===== src/hw/rtl/lattice_neighbour_index_macros.svh =====
// Assertion macros for the lattice neighbour index RTL.
`ifndef LATTICE_NEIGHBOUR_INDEX_MACROS_SVH
`define LATTICE_NEIGHBOUR_INDEX_MACROS_SVH
`ifndef SYNTHESIS
`define LNI_ASSERT(label, clk, rst_n, prop, msg) \
  label: assert property (@(posedge clk) disable iff (!rst_n) (prop)) else $error(msg);
`define LNI_ASSERT_IMPL(label, clk, rst_n, ante, cons, msg) \
  label: assert property (@(posedge clk) disable iff (!rst_n) (ante) |-> (cons)) \
    else $error(msg);
`else
`define LNI_ASSERT(label, clk, rst_n, prop, msg)
`define LNI_ASSERT_IMPL(label, clk, rst_n, ante, cons, msg)
`endif
`endif


===== src/hw/rtl/lni_pkg.sv =====
package lni_pkg;

  localparam int unsigned IdxW   = 24;
  localparam int unsigned DirW   = 3;
  localparam int unsigned CoordW = 8;
  localparam int unsigned SideW  = 9;
  localparam int unsigned DataW  = 32;
  localparam int unsigned AddrW  = 4;

  // Sides above this saturate; the datapath widths are sized for it.
  localparam int unsigned MaxSide = 256;

  localparam logic [AddrW-1:0] RegSideX = 4'h0;
  localparam logic [AddrW-1:0] RegSideY = 4'h4;
  localparam logic [AddrW-1:0] RegSideZ = 4'h8;

  typedef enum logic [DirW-1:0] {
    DirXDn = 3'd0,
    DirXUp = 3'd1,
    DirYDn = 3'd2,
    DirYUp = 3'd3,
    DirZDn = 3'd4,
    DirZUp = 3'd5
  } dir_e;

  typedef struct packed {
    logic [IdxW-1:0]   site_index;
    logic [DirW-1:0]   direction;
    logic              wrap;
  } req_t;

  typedef struct packed {
    logic [CoordW-1:0] coord_x;
    logic [CoordW-1:0] coord_y;
    logic [CoordW-1:0] coord_z;
    logic              site_ok;
    logic [IdxW-1:0]   neighbour_index;
    logic              neighbour_ok;
  } rsp_t;

endpackage


===== src/hw/rtl/lni_stream_if.sv =====
interface lni_stream_if #(
  parameter type PayloadT = logic
);
  logic    valid;
  logic    ready;
  PayloadT data;

  modport source (output valid, output data, input ready);
  modport sink (input valid, input data, output ready);
endinterface


===== src/hw/rtl/lni_divstage.sv =====
// One restoring-division step per stage for a quotient bit, carried with the
// whole item context. Stages are chained by the top level.
module lni_divstage #(
  parameter int unsigned NumW = 24,
  parameter int unsigned DenW = 17,
  parameter int unsigned CtxW = 8
) (
  input  logic            clk_i,
  input  logic            rst_ni,
  input  logic            en_i,
  input  logic            valid_i,
  input  logic [NumW-1:0] rem_i,
  input  logic [NumW-1:0] quo_i,
  input  logic [DenW-1:0] den_i,
  input  logic [4:0]      shift_i,
  input  logic [CtxW-1:0] ctx_i,
  output logic            valid_o,
  output logic [NumW-1:0] rem_o,
  output logic [NumW-1:0] quo_o,
  output logic [CtxW-1:0] ctx_o
);
  logic [NumW+DenW-1:0] den_sh;
  logic                 fits;
  logic [NumW-1:0]      rem_d, quo_d;

  always_comb begin
    den_sh = {{NumW{1'b0}}, den_i} << shift_i;
    fits   = {{DenW{1'b0}}, rem_i} >= den_sh;
    rem_d  = fits ? rem_i - den_sh[NumW-1:0] : rem_i;
    quo_d  = quo_i | (NumW'(fits) << shift_i);
  end

  always_ff @(posedge clk_i or negedge rst_ni) begin
    if (!rst_ni) begin
      valid_o <= 1'b0;
    end else if (en_i) begin
      valid_o <= valid_i;
    end
  end

  always_ff @(posedge clk_i) begin
    if (en_i) begin
      rem_o <= rem_d;
      quo_o <= quo_d;
      ctx_o <= ctx_i;
    end
  end
endmodule


===== src/hw/rtl/lni_regs.sv =====
module lni_regs (
  input  logic                           clk_i,
  input  logic                           rst_ni,
  input  logic                           psel,
  input  logic                           penable,
  input  logic                           pwrite,
  input  logic [lni_pkg::AddrW-1:0]      paddr,
  input  logic [lni_pkg::DataW-1:0]      pwdata,
  output logic [lni_pkg::DataW-1:0]      prdata,
  output logic                           pready,
  output logic [lni_pkg::SideW-1:0]      nx_o,
  output logic [lni_pkg::SideW-1:0]      ny_o,
  output logic [lni_pkg::SideW-1:0]      nz_o
);
  logic [lni_pkg::SideW-1:0] sx_q, sy_q, sz_q;
  logic                      wr;

  assign pready = 1'b1;
  assign wr     = psel && penable && pwrite;

  always_ff @(posedge clk_i or negedge rst_ni) begin
    if (!rst_ni) begin
      sx_q <= lni_pkg::SideW'(1);
      sy_q <= lni_pkg::SideW'(1);
      sz_q <= lni_pkg::SideW'(1);
    end else if (wr) begin
      unique case (paddr)
        lni_pkg::RegSideX: sx_q <= pwdata[lni_pkg::SideW-1:0];
        lni_pkg::RegSideY: sy_q <= pwdata[lni_pkg::SideW-1:0];
        lni_pkg::RegSideZ: sz_q <= pwdata[lni_pkg::SideW-1:0];
        default: ;
      endcase
    end
  end

  always_comb begin
    unique case (paddr)
      lni_pkg::RegSideX: prdata = lni_pkg::DataW'(sx_q);
      lni_pkg::RegSideY: prdata = lni_pkg::DataW'(sy_q);
      lni_pkg::RegSideZ: prdata = lni_pkg::DataW'(sz_q);
      default:           prdata = '0;
    endcase
  end

  // Sides above the maximum saturate.
  function automatic logic [lni_pkg::SideW-1:0] sat(input logic [lni_pkg::SideW-1:0] v);
    return (32'(v) > lni_pkg::MaxSide) ? lni_pkg::SideW'(lni_pkg::MaxSide) : v;
  endfunction

  assign nx_o = sat(sx_q);
  assign ny_o = sat(sy_q);
  assign nz_o = sat(sz_q);
endmodule


===== src/hw/rtl/lattice_neighbour_index.sv =====
// Lattice neighbour index: splits a linear site index into x, y, z using the
// configured side lengths, steps one site and packs the neighbour back. One
// transaction per cycle is taken while the output is not stalled; the pipeline
// has 43 register stages: one product stage, 24 restoring-division steps for
// the x coordinate, 16 for y, a step stage and a pack multiply stage that ends
// in the output register. Sides saturate at 256 and are read live from the
// registers, so they must be written only while the pipeline is empty; the
// block does not enforce this. Stalls freeze the whole pipeline.
module lattice_neighbour_index (
  input  logic                              clk_i,
  input  logic                              rst_ni,
  lni_stream_if.sink                        in_if,
  lni_stream_if.source                      out_if,
  input  logic                              psel,
  input  logic                              penable,
  input  logic                              pwrite,
  input  logic [lni_pkg::AddrW-1:0]         paddr,
  input  logic [lni_pkg::DataW-1:0]         pwdata,
  output logic [lni_pkg::DataW-1:0]         prdata,
  output logic                              pready
);
  `include "lattice_neighbour_index_macros.svh"

  localparam int unsigned IdxW  = lni_pkg::IdxW;
  localparam int unsigned SideW = lni_pkg::SideW;
  localparam int unsigned PlW   = 2 * SideW;
  localparam int unsigned YSteps = PlW - 2;
  localparam int unsigned CtxW  = lni_pkg::DirW + 2;

  logic [SideW-1:0] nx, ny, nz;
  logic             en;

  lni_regs u_regs (
    .clk_i, .rst_ni, .psel, .penable, .pwrite, .paddr, .pwdata, .prdata, .pready,
    .nx_o(nx), .ny_o(ny), .nz_o(nz)
  );

  assign en          = out_if.ready || !out_if.valid;
  assign in_if.ready = en;

  // Stage 0: plane size, lattice size, range check.
  logic [PlW-1:0]     plane;
  logic [IdxW+8:0]    total;
  logic               v0_q, ok0_q;
  logic [IdxW-1:0]    idx0_q;
  logic [CtxW-1:0]    ctx0_q;
  logic [PlW-1:0]     pl_q;

  assign plane = ny * nz;
  assign total = (IdxW+9)'(nx) * (IdxW+9)'(pl_q);

  always_ff @(posedge clk_i or negedge rst_ni) begin
    if (!rst_ni) v0_q <= 1'b0;
    else if (en) v0_q <= in_if.valid;
  end
  always_ff @(posedge clk_i) begin
    if (en) begin
      idx0_q <= in_if.data.site_index;
      ctx0_q <= {in_if.data.direction, in_if.data.wrap, 1'b0};
      pl_q   <= plane;
    end
  end
  assign ok0_q = (total != '0) && ((IdxW+9)'(idx0_q) < total);

  // x = idx / plane over IdxW steps, MSB first.
  logic            xv  [IdxW+1];
  logic [IdxW-1:0] xr  [IdxW+1];
  logic [IdxW-1:0] xqq [IdxW+1];
  logic [CtxW-1:0] xc  [IdxW+1];
  assign xv[0]  = v0_q;
  assign xr[0]  = ok0_q ? idx0_q : '0;
  assign xqq[0] = '0;
  assign xc[0]  = {ctx0_q[CtxW-1:1], ok0_q};

  for (genvar g = 0; g < IdxW; g++) begin : g_xdiv
    lni_divstage #(.NumW(IdxW), .DenW(PlW), .CtxW(CtxW)) u_st (
      .clk_i, .rst_ni, .en_i(en), .valid_i(xv[g]), .rem_i(xr[g]), .quo_i(xqq[g]),
      .den_i(pl_q), .shift_i(5'(IdxW-1-g)), .ctx_i(xc[g]),
      .valid_o(xv[g+1]), .rem_o(xr[g+1]), .quo_o(xqq[g+1]), .ctx_o(xc[g+1])
    );
  end

  // y = rem / nz; remainder is below 2^16 so YSteps bits suffice.
  logic            yv  [YSteps+1];
  logic [IdxW-1:0] yr  [YSteps+1];
  logic [IdxW-1:0] yq  [YSteps+1];
  logic [CtxW+7:0] yc  [YSteps+1];
  assign yv[0] = xv[IdxW];
  assign yr[0] = xr[IdxW];
  assign yq[0] = '0;
  assign yc[0] = {xqq[IdxW][7:0], xc[IdxW]};

  for (genvar g = 0; g < YSteps; g++) begin : g_ydiv
    lni_divstage #(.NumW(IdxW), .DenW(SideW), .CtxW(CtxW+8)) u_st (
      .clk_i, .rst_ni, .en_i(en), .valid_i(yv[g]), .rem_i(yr[g]), .quo_i(yq[g]),
      .den_i(nz), .shift_i(5'(YSteps-1-g)), .ctx_i(yc[g]),
      .valid_o(yv[g+1]), .rem_o(yr[g+1]), .quo_o(yq[g+1]), .ctx_o(yc[g+1])
    );
  end

  // Step stage.
  logic [SideW-1:0] cx, cy, cz, sx, sy, sz, n_ax, c_ax, s_ax;
  logic             ok_s, wrap_s, up, nb_ok;
  logic [lni_pkg::DirW-1:0] dir_s;

  assign cx     = {1'b0, yc[YSteps][CtxW+7:CtxW]};
  assign cy     = yq[YSteps][SideW-1:0];
  assign cz     = yr[YSteps][SideW-1:0];
  assign ok_s   = yc[YSteps][0];
  assign wrap_s = yc[YSteps][1];
  assign dir_s  = yc[YSteps][CtxW-1:2];
  assign up     = dir_s[0];

  always_comb begin
    sx = cx; sy = cy; sz = cz;
    unique case (dir_s)
      lni_pkg::DirXDn, lni_pkg::DirXUp: begin c_ax = cx; n_ax = nx; end
      lni_pkg::DirYDn, lni_pkg::DirYUp: begin c_ax = cy; n_ax = ny; end
      default:                          begin c_ax = cz; n_ax = nz; end
    endcase
    nb_ok = ok_s && (dir_s <= lni_pkg::DirW'(lni_pkg::DirZUp));
    if (up) begin
      if (c_ax + SideW'(1) < n_ax) s_ax = c_ax + SideW'(1);
      else begin s_ax = '0; nb_ok = nb_ok && wrap_s; end
    end else begin
      if (c_ax != '0) s_ax = c_ax - SideW'(1);
      else begin s_ax = n_ax - SideW'(1); nb_ok = nb_ok && wrap_s; end
    end
    unique case (dir_s)
      lni_pkg::DirXDn, lni_pkg::DirXUp: sx = s_ax;
      lni_pkg::DirYDn, lni_pkg::DirYUp: sy = s_ax;
      default:                          sz = s_ax;
    endcase
  end

  logic             v1_q, ok1_q, nbok1_q;
  logic [SideW-1:0] cx1_q, cy1_q, cz1_q, sx1_q, sz1_q;
  logic [PlW-1:0]   syz1_q;

  always_ff @(posedge clk_i or negedge rst_ni) begin
    if (!rst_ni) v1_q <= 1'b0;
    else if (en) v1_q <= yv[YSteps];
  end
  always_ff @(posedge clk_i) begin
    if (en) begin
      ok1_q   <= ok_s;
      nbok1_q <= nb_ok;
      cx1_q   <= ok_s ? cx : '0;
      cy1_q   <= ok_s ? cy : '0;
      cz1_q   <= ok_s ? cz : '0;
      sx1_q   <= sx;
      sz1_q   <= sz;
      syz1_q  <= sy * nz;
    end
  end

  // Pack stage into the output register.
  logic [IdxW+8:0] nb;
  lni_pkg::rsp_t   rsp_q;
  logic            ov_q;

  assign nb = (IdxW+9)'(sx1_q) * (IdxW+9)'(pl_q) + (IdxW+9)'(syz1_q) + (IdxW+9)'(sz1_q);

  always_ff @(posedge clk_i or negedge rst_ni) begin
    if (!rst_ni) ov_q <= 1'b0;
    else if (en) ov_q <= v1_q;
  end
  always_ff @(posedge clk_i) begin
    if (en) begin
      rsp_q.coord_x         <= cx1_q[7:0];
      rsp_q.coord_y         <= cy1_q[7:0];
      rsp_q.coord_z         <= cz1_q[7:0];
      rsp_q.site_ok         <= ok1_q;
      rsp_q.neighbour_ok    <= nbok1_q;
      rsp_q.neighbour_index <= nbok1_q ? nb[IdxW-1:0] : '0;
    end
  end

  assign out_if.valid = ov_q;
  assign out_if.data  = rsp_q;

  `LNI_ASSERT_IMPL(a_nb_needs_site, clk_i, rst_ni, out_if.valid && out_if.data.neighbour_ok,
    out_if.data.site_ok, "neighbour valid without valid site")
  `LNI_ASSERT_IMPL(a_bad_nb_zero, clk_i, rst_ni, out_if.valid && !out_if.data.neighbour_ok,
    out_if.data.neighbour_index == '0, "invalid neighbour index not zero")
  `LNI_ASSERT_IMPL(a_stall_hold, clk_i, rst_ni, $past(out_if.valid && !out_if.ready),
    out_if.valid && $stable(out_if.data), "stalled result changed")
endmodule


===== src/flat_wrapper.sv =====
// flat-port wrapper written by rule: the top's interface ports become plain ports
module lattice_neighbour_index_flat 
  (clk_i, rst_ni, psel, penable, pwrite, paddr, pwdata, prdata, pready, in_if_valid, in_if_data, in_if_ready, out_if_valid, out_if_data, out_if_ready);
  lni_stream_if #(.PayloadT(lni_pkg::req_t)) in_if_i ();
  lni_stream_if #(.PayloadT(lni_pkg::rsp_t)) out_if_i ();
  input  logic clk_i;
  input  logic rst_ni;
  input  logic psel;
  input  logic penable;
  input  logic pwrite;
  input  logic [lni_pkg::AddrW-1:0] paddr;
  input  logic [lni_pkg::DataW-1:0] pwdata;
  output logic [lni_pkg::DataW-1:0] prdata;
  output logic pready;
  input wire logic [$bits(in_if_i.valid)-1:0] in_if_valid;
  input wire logic [$bits(in_if_i.data)-1:0] in_if_data;
  output wire logic [$bits(in_if_i.ready)-1:0] in_if_ready;
  output wire logic [$bits(out_if_i.valid)-1:0] out_if_valid;
  output wire logic [$bits(out_if_i.data)-1:0] out_if_data;
  input wire logic [$bits(out_if_i.ready)-1:0] out_if_ready;
  assign in_if_i.valid = in_if_valid;
  assign in_if_i.data = in_if_data;
  assign in_if_ready = in_if_i.ready;
  assign out_if_valid = out_if_i.valid;
  assign out_if_data = out_if_i.data;
  assign out_if_i.ready = out_if_ready;
  lattice_neighbour_index u_core (.clk_i(clk_i), .rst_ni(rst_ni), .in_if(in_if_i), .out_if(out_if_i), .psel(psel), .penable(penable), .pwrite(pwrite), .paddr(paddr), .pwdata(pwdata), .prdata(prdata), .pready(pready));
endmodule

===== config.mk =====
export PLATFORM = sky130hd
export DESIGN_NAME = lattice_neighbour_index_flat
export DESIGN_NICKNAME = d
export VERILOG_FILES = /design/src/hw/rtl/lni_pkg.sv /design/src/hw/rtl/lni_stream_if.sv /design/src/hw/rtl/lni_divstage.sv /design/src/hw/rtl/lni_regs.sv /design/src/hw/rtl/lattice_neighbour_index.sv /design/src/flat_wrapper.sv
export VERILOG_INCLUDE_DIRS = /design/src /design/src/hw/rtl
export SDC_FILE = /design/constraint.sdc
export NUM_CORES = 2
export LEC_CHECK = 0
export BUFFER_PORTS_ARGS = -buffer_cell sky130_fd_sc_hd__clkbuf_2
export CAP_MARGIN = 20
export CELL_PAD_IN_SITES_DETAIL_PLACEMENT = 0
export CELL_PAD_IN_SITES_GLOBAL_PLACEMENT = 1
export CORE_MARGIN = 5
export CORE_UTILIZATION = 34
export CTS_CLUSTER_SIZE = 16
export DETAILED_ROUTE_END_ITERATION = 10
export PLACE_DENSITY_LB_ADDON = 0.25
export SLEW_MARGIN = 20
export SYNTH_ARGS = -nofsm -noshare
export SYNTH_HDL_FRONTEND = slang
export SYNTH_SLANG_ARGS = --single-unit

===== constraint.sdc =====
create_clock -name clk_i -period 64.1 [get_ports clk_i]
set_clock_uncertainty 0.1 [all_clocks]
set_input_delay 3.205 -clock clk_i [delete_from_list [all_inputs] [get_ports clk_i]]
set_output_delay 3.205 -clock clk_i [all_outputs]
set_load 0.01 [all_outputs]

**Word-level counts from Yosys, hierarchy flattened**

Cells that the tools add are included.

- Word-level logic and storage cells: 393
- Flip-flop bits (word level): 1820

- Equality and inequality tests: 5
- Multiplexer cells: 56
- Add/subtract/negate cells: 45
- Multiply operators: 4
- Reduce and logical (&&, ||, !) cells: 17
- Bitwise gates (word level): 38
- $lt $le $gt $ge: 46

Operators by type and width:

| operator | number |
|---|---|
| 24-bit 2-to-1 mux | 40 |
| 24-bit subtractor | 19 |
| 8-bit by 1-bit OR with 8-bit output, second input constant | 14 |
| 9-bit 2-to-1 mux | 9 |
| 24-bit by 18-bit greater-or-equal comparator with 1-bit output | 2 |
| 24-bit by 19-bit greater-or-equal comparator with 1-bit output | 2 |
| 24-bit by 20-bit greater-or-equal comparator with 1-bit output | 2 |
| 24-bit by 21-bit greater-or-equal comparator with 1-bit output | 2 |
| 24-bit by 22-bit greater-or-equal comparator with 1-bit output | 2 |
| 24-bit by 23-bit greater-or-equal comparator with 1-bit output | 2 |
| 24-bit greater-or-equal comparator | 2 |
| 24-bit by 18-bit subtractor with 24-bit output | 2 |
| 24-bit by 19-bit subtractor with 24-bit output | 2 |
| 24-bit by 20-bit subtractor with 24-bit output | 2 |
| 24-bit by 21-bit subtractor with 24-bit output | 2 |
| 24-bit by 22-bit subtractor with 24-bit output | 2 |
| 24-bit by 23-bit subtractor with 24-bit output | 2 |
| 9-bit by 1-bit OR with 9-bit output, second input constant | 5 |
| 24-bit by 41-bit greater-or-equal comparator with 1-bit output | 1 |
| 24-bit by 40-bit greater-or-equal comparator with 1-bit output | 1 |
| 24-bit by 39-bit greater-or-equal comparator with 1-bit output | 1 |
| 24-bit by 38-bit greater-or-equal comparator with 1-bit output | 1 |
| 24-bit by 37-bit greater-or-equal comparator with 1-bit output | 1 |
| 24-bit by 36-bit greater-or-equal comparator with 1-bit output | 1 |
| 76 further kinds | 92 |

**Depth between registers and ports, before layout**

- Depth in word-level cells: 9
- Gate-level depth with buffers: 37
- Gate-level depth less buffers: 35

**Hierarchy**

From an unflattened synthesis, not the netlist that was laid out.

- Cell total of the unflattened synthesis: 21286
- Area total of the unflattened synthesis: 214010.3 sq um

Modules (own cells, without submodules):

| module | area each (sq um) | seq. area each (sq um) | cells an instance | instances |
|---|---|---|---|---|
| lni_divstage at u_core.g_xdiv[0].u_st ... | 4879.7 | 1616.6 | 502 | 21 |
| lni_divstage at u_core.g_ydiv[0].u_st ... | 4495.6 | 1856.8 | 416 | 9 |
| lattice_neighbour_index | 23832.9 | 4819.6 | 2428 | 1 |
| lni_divstage at u_core.g_ydiv[12].u_st ... | 4518.1 | 1856.8 | 427 | 3 |
| lni_divstage at u_core.g_ydiv[6].u_st ... | 4513.1 | 1856.8 | 426 | 3 |
| lni_divstage at u_core.g_xdiv[17].u_st ... | 4528.1 | 1616.6 | 467 | 2 |
| lni_divstage at u_core.g_xdiv[16].u_st | 4809.6 | 1616.6 | 499 | 1 |
| lni_divstage at u_core.g_ydiv[9].u_st | 4586.9 | 1856.8 | 443 | 1 |
| lni_regs | 1697.9 | 679.4 | 137 | 1 |

**Worst setup path after synthesis**

OpenSTA, ideal clock, no wires.

- Path kind: input port to flip-flop
- Start: input port out_if_ready
- End: register u_core.g_ydiv[10].u_st.valid_o
- Setup time: 0.213 ns
- Cell stages on the path: 4
- Buffers on the path: 2
- Slack: 14.176 ns
- Data arrival time: 49.612 ns
- Path through: nand2b_1 > clkbuf_1 > clkbuf_1 > mux2_2

- Word-level cells in the longest chain between the ends: 1

RTL lines:

| what | RTL line | source |
|---|---|---|
| start: declaration | flat_wrapper.sv:20 | `input wire logic [$bits(out_if_i.ready)-1:0] out_if_ready;` |
| 1-bit logical OR | lattice_neighbour_index.sv:38 | `assign en = out_if.ready \|\| !out_if.valid;` |
| net in_if_ready | flat_wrapper.sv:17 | `output wire logic [$bits(in_if_i.ready)-1:0] in_if_ready;` |
| end signal: assignment | lni_divstage.sv:37 | `valid_o <= valid_i;` |
| end: declaration | lni_divstage.sv:17 | `output logic valid_o,` |

The timed path passes the listed nets, and every way through them passes these cells.
A chain may end at the register's enable or synchronous reset.

**Final worst setup path**

- Start: input port out_if_ready
- End: register u_core.g_ydiv[14].u_st.rem_o[10] (enable)

- Word-level cells in the longest chain between the ends: 1

RTL lines:

| what | RTL line | source |
|---|---|---|
| 1-bit logical OR | lattice_neighbour_index.sv:38 |  |
| end signal: assignment | lni_divstage.sv:43 | `rem_o <= rem_d;` |
| end: declaration | lni_divstage.sv:18 | `output logic [NumW-1:0] rem_o,` |

Every way passes these cells.

==> flow_metrics.py <==
metrics = {
    "worst_setup_path": {
        "startpoint_type": "input pin",
        "path_class": "input pin to flop",
        "regToRegSetupSlack_ns": 54.43,
        "cpPeakStageDelay_ns": 0.89,
        "crit_top_cell": "buf_4",
        "path_cells": "clkbuf_2, nand2b_4, buf_4, buf_12, buf_4, buf_4, buf_4, buf_4, buf_4, buf_4, buf_6",
        "critPathArrivalTime_ns": 10.12,
        "cp_slowest_cell": "buf_4",
        "crit_buf_inv": 10,
        "cp_top_family": "buffers and inverters",
        "reg2reg_from": "u_core.g_ydiv[15].u_st.ctx_o[3]",
        "r2r_cells": 33,
        "reg2reg_to": "u_core.syz1_q[17]",
        "cp_data_required_time_ns": 64.45,
        "crit_fanout": 166,
        "end_kind": "flop",
    },
    "synth": {
        "ys_warn_count": 0,
        "synth_cells": 7612,
        "yosysTopAreaCellShare_pct": 49.43,
        "avgSynthCellArea_sq_um": 12.07,
        "ys.flop_type": "edfxtp_1",
        "synth_area_sq_um": 91860,
        "synthDistinctLibCells": 103,
        "ys_seq_elements": 1582,
        "synth_area_leaders": "edfxtp_1, ha_1, fa_1",
        "synth_top_area_cell": "edfxtp_1",
        "synth_edf_count": 1512,
        "synthArstFlopShare_pct": 4.425,
        "yosysSeqAreaShare_pct": 51.34,
    },
    "min_path": {
        "hold_path_class": "flop to flop",
        "hold_depth": 0,
        "min_to": "u_core.g_ydiv[11].u_st.ctx_o[12]",
        "hp-start": "u_core.g_ydiv[10].u_st.ctx_o[12]",
    },
    "clocking": {
        "cts.path.max_buffers": 4,
        "clk_pin_slew_worst_paths_ns": 0.05,
        "ctsHoldBuffers": 0,
        "cts_tree": "built",
        "cts_max_level": 4,
        "worstSkewPairLatency_ns": 0.85,
        "cts_resized": 0,
        "cts_num_sinks": 1582,
        "clock-root-buffer": "clkbuf_16",
        "cts_buffers": 191,
        "cts_setup_buffers": 0,
    },
    "placement": {
        "dp_slack_ns": 52.90,
        "io_buffer_count": 108,
        "place_inst": 11180,
        "hpwl_um": 155900,
        "gp_congestion": 0.8240,
    },
    "finish": {
        "nFillCells": 25490,
        "final_util_pct": 38.48,
        "areaGrowthSynthToFinish_pct": 12.45,
        "final_cells": 11530,
        "fin_nets": 8922,
        "drive_gt1_share_pct": 9.592,
    },
    "die": {
        "die_h_um": 529.8,
        "row_count": 190,
        "initial_utilization_pct": 34.22,
        "core-area_sq_um": 268400,
        "ios": 156,
        "fp.dieW_um": 529.8,
        "die_area_sq_um": 280700,
    },
    "drt": {
        "drc": 0,
        "final_antenna_net_count": 0,
        "totalWireLength_um": 220000,
        "dr.pass1.iters": 7,
        "vias_per_cell": 4.962,
        "wl_per_cell_um": 19.08,
        "first_iter_violations": 3321,
        "via_count": 57210,
    },
    "timing": {
        "grt_setup_unrepaired": "false",
        "fmax_mhz": 102.4,
        "fin_crit_ns": 9.764,
        "setup_viol": 0,
        "tns_ns": 0,
        "hold_viol_final": 0,
        "relSlewSlack_pct": 21.23,
        "final_max_slew_viol_count": 0,
        "setup_slack_ns": 54.34,
        "timing.final.crit_share_pct": 15.23,
        "tightest_slew_ns": 1.182,
    },
    "run": {
        "max_cap_viol_count": 0,
    },
    "status": {
        "status": "complete, no violations",
    },
    "grt": {
        "grt_pass1_wl_um": 341400,
        "grt-ovfl-total": 0,
        "grt_max_degree": 167,
        "first_global_vias": 58790,
        "antenna_found_initial": 8,
        "grtUsageTotal_pct": 15.50,
    },
    "pwr": {
        "power_density_nw_per_um2": 54.68,
        "leakage_uw": 0.04053,
        "ir_drop_mv": 0.1091,
    },
}
Yosys cell counts, types with 35 or more instances:
cell type and count:
nand3_1 91, nor3_1 104, o21a_1 44, nor2b_1 126, xor2_1 187, edfxtp_1 1512, ha_1 637, a21o_1 157
o31ai_1 51, xnor2_1 272, and2_1 224, dfrtp_1 67, or3_1 35, nor2_1 454, o21ai_0 348, clkbuf_1 158
fa_1 387, nand4_1 78, mux2i_1 46, nand2b_1 102, a21oi_1 349, mux2_2 196, nand2_1 686, nor4_1 103
a21boi_0 75, inv_1 619
final cells by class:
type                            count  area [sq um]  area share [%]
Multi-Input combinational cell   5223         41660           40.34
Timing Repair Buffer              208          1348           1.305
Clock inverter                    118          1369           1.325
Tap cell                         3552          4444           4.303
Clock buffer                      223          4972           4.814
Antenna cell                        1         2.502        0.002423
Inverter                          621          2331           2.257
Sequential cell                  1582         47160           45.66
cells in the final DEF, fill, tap and decap left out, types with 91 or more instances in the layout:
master     synthesis  final
edfxtp_1        1512   1512
nand2b_1         102    100
o21ai_0          348    347
nand2_1          686    685
nand3_1           91     91
nor2_1           454    454
xnor2_1          272    272
buf_4             26     94
inv_1            619    618
fa_1             387    387
nor2b_1          126    125
nor4_1           103    102
xor2_1           187    187
nor3_1           104    104
and2_1           224    224
clkbuf_2           0    107
a21oi_1          349    347
a21o_1           157    157
clkbuf_16          0    193
mux2_2           196    196
ha_1             637    637
metrics by stage:
step / instance area, sq um / total power, uW / hold slack (ns)
after floorplan: 91940 / 4167 / 0.3003
after global placement: 96850 / 4563 / 0.3008
after detailed placement: 96880 / 4586 / 0.3045
after CTS: 103200 / 5720 / 0.2538
after global routing: 103300 / 6138 / 0.2619
final: 103300 / 5648 / 0.2604
sequential cells by signal, indices dropped and copies added (netlist names), 24 cells and up:
name,count
u_core.g_xdiv.u_st.ctx_o,120
u_core.g_xdiv.u_st.quo_o,36
u_core.g_xdiv.u_st.rem_o,576
u_core.g_xdiv.u_st.valid_o,24
u_core.g_ydiv.u_st.ctx_o,208
u_core.g_ydiv.u_st.quo_o,45
u_core.g_ydiv.u_st.rem_o,369
u_core.idx0_q,24
u_core.out_if.data,50
report_power, final:
group	total [uW]	switching (uW)	internal [uW]
Combinational	2690	1510	1180
Sequential	1870	225	1640
Clock	1090	429	660
cells by family (layout without fill, tap and decap cells):
| family | Yosys count | in the layout | synth area share, % |
|---|---|---|---|
| other | 2 | 25 | 0.008176 |
| flip-flops | 1582 | 1582 | 51.34 |
| multiplexers | 245 | 245 | 2.960 |
| XOR/XNOR | 459 | 459 | 4.376 |
| AND/OR/NAND/NOR | 2173 | 2173 | 11.78 |
| AO/OA/AOI/OAI | 1298 | 1298 | 8.903 |
| adder cells (fa/ha/maj) | 1024 | 1024 | 17.11 |
| buffers and inverters | 829 | 1170 | 3.525 |
worst max-delay path by stage:
stage	start	endpoint	slack, ns	cells after the start
6_report	out_if_ready	u_core.g_ydiv[14].u_st.rem_o[10]	54.34	11
5_1_grt	out_if_ready	u_core.g_ydiv[14].u_st.rem_o[10]	53.67	11
4_1_cts	out_if_ready	u_core.g_ydiv[11].u_st.rem_o[13]	53.78	11
3_5_place_dp	out_if_ready	u_core.g_ydiv[13].u_st.rem_o[19]	52.90	11
3_3_place_gp	out_if_ready	u_core.g_ydiv[14].u_st.rem_o[20]	53.05	11
2_1_floorplan	out_if_ready	u_core.g_ydiv[10].u_st.valid_o	14.18	4
layer usage:
layer / routed length [um] / vias up / GRT usage [%]
li1: - / 27750 / -
met1: 98720 / 28100 / 20.48
met2: 106900 / 987 / 26.67
met3: 7843 / 369 / 2.004
met4: 6531 / 0 / 4.492
met5: 0 / - / 0
(Power assumes the default switching activity.)
